`src/sv/bmc_pkg.sv`:
```
package bmc_pkg;

    localparam int STACK_DEPTH_DEF = 32;
    localparam int LINE_BITS_DEF   = 16;
    localparam int COLUMN_BITS_DEF = 16;
    localparam int QUEUE_DEPTH     = 4;

    localparam logic [15:0] CH_PERCENT   = 16'h0025;
    localparam logic [15:0] CH_LBRACE    = 16'h007B;
    localparam logic [15:0] CH_RBRACE    = 16'h007D;
    localparam logic [15:0] CH_LBRACKET  = 16'h005B;
    localparam logic [15:0] CH_RBRACKET  = 16'h005D;
    localparam logic [15:0] CH_BACKSLASH = 16'h005C;
    localparam logic [15:0] CH_NEWLINE   = 16'h000A;

    typedef enum logic {
        OP_CHAR = 1'b0,
        OP_EOD  = 1'b1
    } t_in_op;

    typedef enum logic [2:0] {
        CMD_PUSH_BRACE,
        CMD_POP_BRACE,
        CMD_PUSH_BRACKET,
        CMD_POP_BRACKET,
        CMD_EOD
    } t_cmd_op;

    localparam int CMD_OP_W = $bits(t_cmd_op);

    typedef enum logic [1:0] {
        ERR_UNMATCHED_BRACE = 2'd0,
        ERR_UNCLOSED_BRACE  = 2'd1,
        ERR_UNCLOSED_BRACKET = 2'd2,
        ERR_OVERFLOW        = 2'd3
    } t_err_kind;

    // Saturate a counter value to the 16-bit report field.
    function automatic logic [15:0] clip16(input logic [31:0] v);
        logic [15:0] res;
        res = (|v[31:16]) ? 16'hFFFF : v[15:0];
        return res;
    endfunction

endpackage

```
`src/sv/bmc_ram.sv`:
```
module bmc_ram #(
    parameter int WIDTH = 32,
    parameter int DEPTH = 32,
    localparam int AW   = (DEPTH > 1) ? $clog2(DEPTH) : 1
) (
    input  logic             i_clk,
    input  logic             i_we,
    input  logic [AW-1:0]    i_waddr,
    input  logic [WIDTH-1:0] i_wdata,
    input  logic             i_re,
    input  logic [AW-1:0]    i_raddr,
    output logic [WIDTH-1:0] o_rdata
);

    logic [WIDTH-1:0] r_mem [DEPTH];
    logic [WIDTH-1:0] r_rdata;

    always_ff @(posedge i_clk) begin
        if (i_we) begin
            r_mem[i_waddr] <= i_wdata;
        end
        if (i_re) begin
            r_rdata <= r_mem[i_raddr];
        end
    end

    assign o_rdata = r_rdata;

endmodule

```
`src/sv/bmc_back.sv`:
```
module bmc_back #(
    parameter int STACK_DEPTH = 32,
    parameter int LINE_BITS   = 16,
    parameter int COLUMN_BITS = 16
) (
    input  logic                   i_clk,
    input  logic                   i_rst_n,
    input  logic                   i_cmd_valid,
    input  bmc_pkg::t_cmd_op       i_cmd_op,
    input  logic [LINE_BITS-1:0]   i_line,
    input  logic [COLUMN_BITS-1:0] i_col,
    output logic                   o_cmd_pop,
    output logic                   o_valid,
    input  logic                   i_stall,
    output logic [1:0]             o_error_kind,
    output logic [15:0]            o_line_number,
    output logic [15:0]            o_column_number,
    output logic                   o_last_of_run
);

    import bmc_pkg::*;

    localparam int DEPTH_W = $clog2(STACK_DEPTH + 1);
    localparam int IDX_W   = (STACK_DEPTH > 1) ? $clog2(STACK_DEPTH) : 1;
    localparam int POS_W   = LINE_BITS + COLUMN_BITS;

    typedef enum logic [1:0] {
        S_IDLE,
        S_RD,
        S_EMIT
    } t_state;

    t_state             r_state;
    logic [DEPTH_W-1:0] r_brace_depth;
    logic [DEPTH_W-1:0] r_bracket_depth;
    logic               r_kind_bracket;
    logic               r_last;
    logic               r_o_valid;
    t_err_kind          r_o_kind;
    logic [15:0]        r_o_line;
    logic [15:0]        r_o_col;
    logic               r_o_last;

    logic               out_free;
    logic               take;
    logic               brace_full;
    logic               bracket_full;
    logic               brace_we;
    logic               bracket_we;
    logic               rd_brace;
    logic               rd_bracket;
    logic [DEPTH_W-1:0] brace_dec;
    logic [DEPTH_W-1:0] bracket_dec;
    logic [POS_W-1:0]   wr_pos;
    logic [POS_W-1:0]   brace_rdata;
    logic [POS_W-1:0]   bracket_rdata;
    logic [POS_W-1:0]   pop_pos;

    always_comb begin
        out_free     = !r_o_valid || !i_stall;
        take         = (r_state == S_IDLE) && i_cmd_valid && out_free;
        brace_full   = (r_brace_depth == DEPTH_W'(STACK_DEPTH));
        bracket_full = (r_bracket_depth == DEPTH_W'(STACK_DEPTH));
        brace_we     = take && (i_cmd_op == CMD_PUSH_BRACE) && !brace_full;
        bracket_we   = take && (i_cmd_op == CMD_PUSH_BRACKET) && !bracket_full;
        rd_brace     = (r_state == S_RD) && (r_brace_depth != '0);
        rd_bracket   = (r_state == S_RD) && (r_brace_depth == '0)
                       && (r_bracket_depth != '0);
        brace_dec    = r_brace_depth - 1'b1;
        bracket_dec  = r_bracket_depth - 1'b1;
        wr_pos       = {i_line, i_col};
        pop_pos      = r_kind_bracket ? bracket_rdata : brace_rdata;
    end

    bmc_ram #(
        .WIDTH (POS_W),
        .DEPTH (STACK_DEPTH)
    ) u_brace_ram (
        .i_clk   (i_clk),
        .i_we    (brace_we),
        .i_waddr (r_brace_depth[IDX_W-1:0]),
        .i_wdata (wr_pos),
        .i_re    (rd_brace),
        .i_raddr (brace_dec[IDX_W-1:0]),
        .o_rdata (brace_rdata)
    );

    bmc_ram #(
        .WIDTH (POS_W),
        .DEPTH (STACK_DEPTH)
    ) u_bracket_ram (
        .i_clk   (i_clk),
        .i_we    (bracket_we),
        .i_waddr (r_bracket_depth[IDX_W-1:0]),
        .i_wdata (wr_pos),
        .i_re    (rd_bracket),
        .i_raddr (bracket_dec[IDX_W-1:0]),
        .o_rdata (bracket_rdata)
    );

    always_ff @(posedge i_clk) begin
        if (!i_rst_n) begin
            r_state         <= S_IDLE;
            r_brace_depth   <= '0;
            r_bracket_depth <= '0;
            r_kind_bracket  <= 1'b0;
            r_last          <= 1'b0;
            r_o_valid       <= 1'b0;
        end else begin
            if (r_o_valid && !i_stall) begin
                r_o_valid <= 1'b0;
            end
            case (r_state)
                S_IDLE: begin
                    if (take) begin
                        case (i_cmd_op)
                            CMD_PUSH_BRACE, CMD_PUSH_BRACKET: begin
                                if ((i_cmd_op == CMD_PUSH_BRACE) ? brace_full
                                                                 : bracket_full) begin
                                    r_o_valid <= 1'b1;
                                    r_o_kind  <= ERR_OVERFLOW;
                                    r_o_line  <= clip16(32'(i_line));
                                    r_o_col   <= clip16(32'(i_col));
                                    r_o_last  <= 1'b1;
                                end else if (i_cmd_op == CMD_PUSH_BRACE) begin
                                    r_brace_depth <= r_brace_depth + 1'b1;
                                end else begin
                                    r_bracket_depth <= r_bracket_depth + 1'b1;
                                end
                            end
                            CMD_POP_BRACE: begin
                                if (r_brace_depth == '0) begin
                                    r_o_valid <= 1'b1;
                                    r_o_kind  <= ERR_UNMATCHED_BRACE;
                                    r_o_line  <= clip16(32'(i_line));
                                    r_o_col   <= clip16(32'(i_col));
                                    r_o_last  <= 1'b1;
                                end else begin
                                    r_brace_depth <= brace_dec;
                                end
                            end
                            CMD_POP_BRACKET: begin
                                if (r_bracket_depth != '0) begin
                                    r_bracket_depth <= bracket_dec;
                                end
                            end
                            CMD_EOD: begin
                                r_state <= S_RD;
                            end
                            default: begin
                                r_state <= S_IDLE;
                            end
                        endcase
                    end
                end
                S_RD: begin
                    // braces drain first, then brackets, both top down
                    if (rd_brace) begin
                        r_brace_depth  <= brace_dec;
                        r_kind_bracket <= 1'b0;
                        r_last         <= (brace_dec == '0) && (r_bracket_depth == '0);
                        r_state        <= S_EMIT;
                    end else if (rd_bracket) begin
                        r_bracket_depth <= bracket_dec;
                        r_kind_bracket  <= 1'b1;
                        r_last          <= (bracket_dec == '0);
                        r_state         <= S_EMIT;
                    end else begin
                        r_state <= S_IDLE;
                    end
                end
                S_EMIT: begin
                    if (out_free) begin
                        r_o_valid <= 1'b1;
                        r_o_kind  <= r_kind_bracket ? ERR_UNCLOSED_BRACKET
                                                    : ERR_UNCLOSED_BRACE;
                        r_o_line  <= clip16(32'(pop_pos[POS_W-1:COLUMN_BITS]));
                        r_o_col   <= clip16(32'(pop_pos[COLUMN_BITS-1:0]));
                        r_o_last  <= r_last;
                        r_state   <= S_RD;
                    end
                end
                default: begin
                    r_state <= S_IDLE;
                end
            endcase
        end
    end

    assign o_cmd_pop       = take;
    assign o_valid         = r_o_valid;
    assign o_error_kind    = r_o_kind;
    assign o_line_number   = r_o_line;
    assign o_column_number = r_o_col;
    assign o_last_of_run   = r_o_last;

endmodule

```
`config.mk`:
```
export PLATFORM = sky130hd
export DESIGN_NAME = bmc_back
export DESIGN_NICKNAME = d
export VERILOG_FILES = /design/src/sv/bmc_pkg.sv /design/src/sv/bmc_ram.sv /design/src/sv/bmc_back.sv
export SDC_FILE = /design/constraint.sdc
export NUM_CORES = 2
export LEC_CHECK = 0
export BUFFER_PORTS_ARGS = -buffer_cell sky130_fd_sc_hd__buf_4
export CORE_UTILIZATION = 30
export DETAILED_ROUTE_END_ITERATION = 10
export PLACE_DENSITY = 0.49
export SYNTH_ARGS = -nofsm -noshare
export SYNTH_HDL_FRONTEND = slang
export SYNTH_SLANG_ARGS = --single-unit
```
`constraint.sdc`:
```
create_clock -name i_clk -period 7.7 [get_ports i_clk]
set_input_delay 2.31 -clock i_clk [delete_from_list [all_inputs] [get_ports i_clk]]
set_output_delay 2.31 -clock i_clk [all_outputs]
set_load 0.02 [all_outputs]
```
==> results by group <==
Run status
  • Status: finished clean

Die
  • I/O Pins: 76
  • Die Ht: 528 µm
  • # rows: 192
  • Starting Density: 0.303
  • Core area: 274000 µm²
  • Die W: 528 µm
  • Full die area: 279000 µm²

Critical path
  • Crit path kind: input port to flip-flop
  • Worst setup EP type: flip-flop
  • CP Cell Sequence: buf_4 > nor3_1 > nand3_1 > a211oi_2 > nand2_1 > nor2_4
  • WP data arrival: 5.89 ns
  • Crit-path max FO: 32
  • Slowest cell on crit path: nor2_4
  • Max incr delay on CP: 1.17 ns
  • CP required: 8.14 ns
  • Critical Path Source: i_cmd_op[0]
  • Critical Path Start Type: input port
  • Worst R2R Start: r_bracket_depth[1]

Clocking
  • Total clock buffers created by CTS: 218
  • Post-CTS setup buffers: 0
  • Resize count post-CTS: 0
  • CTS max path bufs: 4
  • H-tree depth: 4
  • Hold_buf cts: 0
  • Clk pin slew, worst setup/hold paths: 0.06 ns
  • Clk sinks: 2164
  • CTS tree: built
  • CTS Root Cell: clkbuf_16
  • Worst skew pair latency: 0.86 ns

Global route
  • Initial antenna violation count: 7
  • Vias in the first global route: 39400
  • Grt ovf: 0
  • Gr usage total: 0.162
  • Largest net degree at the start of global routing: 93
  • First-pass GRT wire length: 320000 µm

Synthesis
  • Synth unique cells: 50
  • Sequential-to-total area share from yosys stat: 0.781
  • Top_reg_cell synth: edfxtp_1
  • Number of flops mapped to enable cells by yosys: 2147
  • Mean Syn Cell Area: 22.4 µm²
  • Asr flop ratio synth: 0
  • Synthesized cell area: 83000 µm²
  • Ys Warns: 0
  • Gate Count Post-Synth: 3697
  • #FFs+latches synth: 2164
  • Syn Nets: 3747

Final layout
  • Area delta synth->final: 15.3%
  • Fill cells: 25400
  • Most common cell after layout, fill and taps aside: edfxtp_1
  • Post-layout net count: 3935
  • Final instance area: 95700 µm²
  • Share of cells above drive strength 1: 0.267
  • Most frequent cells in the layout: edfxtp_1 (2147), mux4_2 (512), mux2i_1 (230), clkbuf_16 (220), nand2_1 (180)

STA
  • Count of final max-slew check failures: 0
  • Slew @ Worst Pin: 1.21 ns
  • Slew margin rel.: 0.189
  • Part of the cycle the worst path needs: 0.707
  • Clock Skews: 0.0356 ns
  • RSZ-0062 raised after global routing: no
  • Fmax: 0.184 GHz
  • Hold violation count in the final report: 0
  • Final setup TNS: 0 ns
  • Setup Viol. Count Final: 0
  • Fin crit period: 5.44 ns

Placement
  • # port buffers: 75
  • Placed inst area: 88900 µm²
  • HPWL Detailed: 136000 µm
  • GPL Wtd Cong: 0.798

Power and ir drop
  • Combinational group share of total power: 0.059
  • Internal: 19.4 mW
  • Power, Total: 24.8 mW
  • Maximum vdd drop: 0.157 mV
  • Clock share of power: 0.418
  • Pleak: 29.5 nW
  • PwrDens: 259 nW/µm²
  • Psw: 5.45 mW
  • Sw Ratio: 0.220
  • Flop pwr share: 0.523

Detailed routing
  • Vias: 38400
  • Antenna viol nets, final: 0
  • Drt first-iter violations: 3610
  • Post-DR vias/cell: 4.95
  • Drt total wl: 229000 µm
  • Wire per inst: 29.5 µm
  • Drt pass-1 iters: 5
  • Drt drc: 0

Job
  • Max-cap violations: 0

Min path
  • Hold path startpoint: r_last
  • Hold Path Class: flip-flop to flip-flop
-- per-stage QoR --
step                      hold WS, ns  setup slack [ns]  instances  utilization
after floorplan                 0.486              1.50       3697            -
after global placement          0.515              1.32       7351        0.324
after detailed placement        0.513              1.39       7351        0.324
after CTS                       0.528              2.32       7743        0.349
after global routing            0.533              2.29       7744        0.349
final                           0.526              2.26       7750        0.349
-- routing by layer --
layer | vias to the layer above | part of all wire | global-route usage
li1 | 16100 | - | -
met1 | 21000 | 0.43 | 0.222
met2 | 1065 | 0.49 | 0.267
met3 | 310 | 0.049 | 0.0214
met4 | 0 | 0.033 | 0.0525
met5 | - | 0 | 0
-- sequential cells by signal, indices dropped and copies added (netlist names) --
signal                 cells
o_column_number           16
r_last                     1
o_error_kind               2
u_brace_ram.r_mem       1024
u_brace_ram.o_rdata       32
o_valid                    1
o_line_number             16
r_kind_bracket             1
u_bracket_ram.o_rdata     32
o_last_of_run              1
r_bracket_depth            6
r_brace_depth              6
u_bracket_ram.r_mem     1024
r_state                    2
-- kinds of logic after synthesis --
group                      count (synthesis)  synth area share
DFF                                     2164             0.781
muxes                                    743             0.167
and+or+nand+nor                          332            0.0171
AOI/OAI and AO/OA                        218            0.0213
buffers and inverters                    218            0.0111
xor gates and xnor gates                  11           0.00116
adders and majority gates                 11           0.00166
-- critical path, delay by kind of cell --
kind,cells,cell delay (ns)
AND/OR/NAND/NOR,4,2.46
AO/OA/AOI/OAI,1,0.91
buffers and inverters,1,0.16
-- power by group through the flow --
stage               logic [mW]  clock network [mW]  registers [mW]
finish                    1.45                10.4            13.0
global placement          1.48                   0            13.2
global route              1.53                11.0            13.0
floorplan                0.736                   0            13.2
detailed placement        1.49                   0            13.2
CTS                       1.49                10.6            13.0
-- path summary, 6_finish.rpt --
kind	cells past startpoint	end	slack [ns]
hold reg to reg	1	o_last_of_run	0.53
setup reg to reg	7	u_bracket_ram.r_mem[31][6]	2.87
hold / removal	1	o_last_of_run	0.53
setup / recovery	6	u_bracket_ram.r_mem[31][6]	2.26
-- cells in the mapped netlist, drive strengths merged (4+ instances only) --
library cell  number  share of area
a31oi              5        0.00038
o21ai             40         0.0024
nand2b             5        0.00038
nor3              10        0.00060
a221oi            65         0.0069
nand3b             6        0.00054
clkbuf           123         0.0056
o31ai              6        0.00054
xnor2              8        0.00084
mux4             512           0.14
a21oi             15        0.00090
edfxtp          2147           0.78
ha                11         0.0017
nand3             12        0.00072
nand2            181         0.0082
o22ai              4        0.00030
nor2              87         0.0039
inv               10        0.00045
buf               85         0.0051
mux2i            230          0.028
or3                8        0.00060
dfxtp             17         0.0041
or2                5        0.00038
a32o              65         0.0078
-- cell type report --
| type | count | area [µm²] | area share |
|---|---|---|---|
| clock buffers | 266 | 5720 | 0.0597 |
| inverters | 10 | 37.5 | 0.000392 |
| flip-flops and latches | 2164 | 64800 | 0.677 |
| repair buffers | 176 | 1470 | 0.0154 |
| well taps | 3686 | 4610 | 0.0482 |
| multi-input cells | 1315 | 17900 | 0.187 |
| clock inverters | 126 | 1130 | 0.0118 |
| diodes | 7 | 17.5 | 0.000183 |
Note: power is estimated with default switching activity, not from simulation.
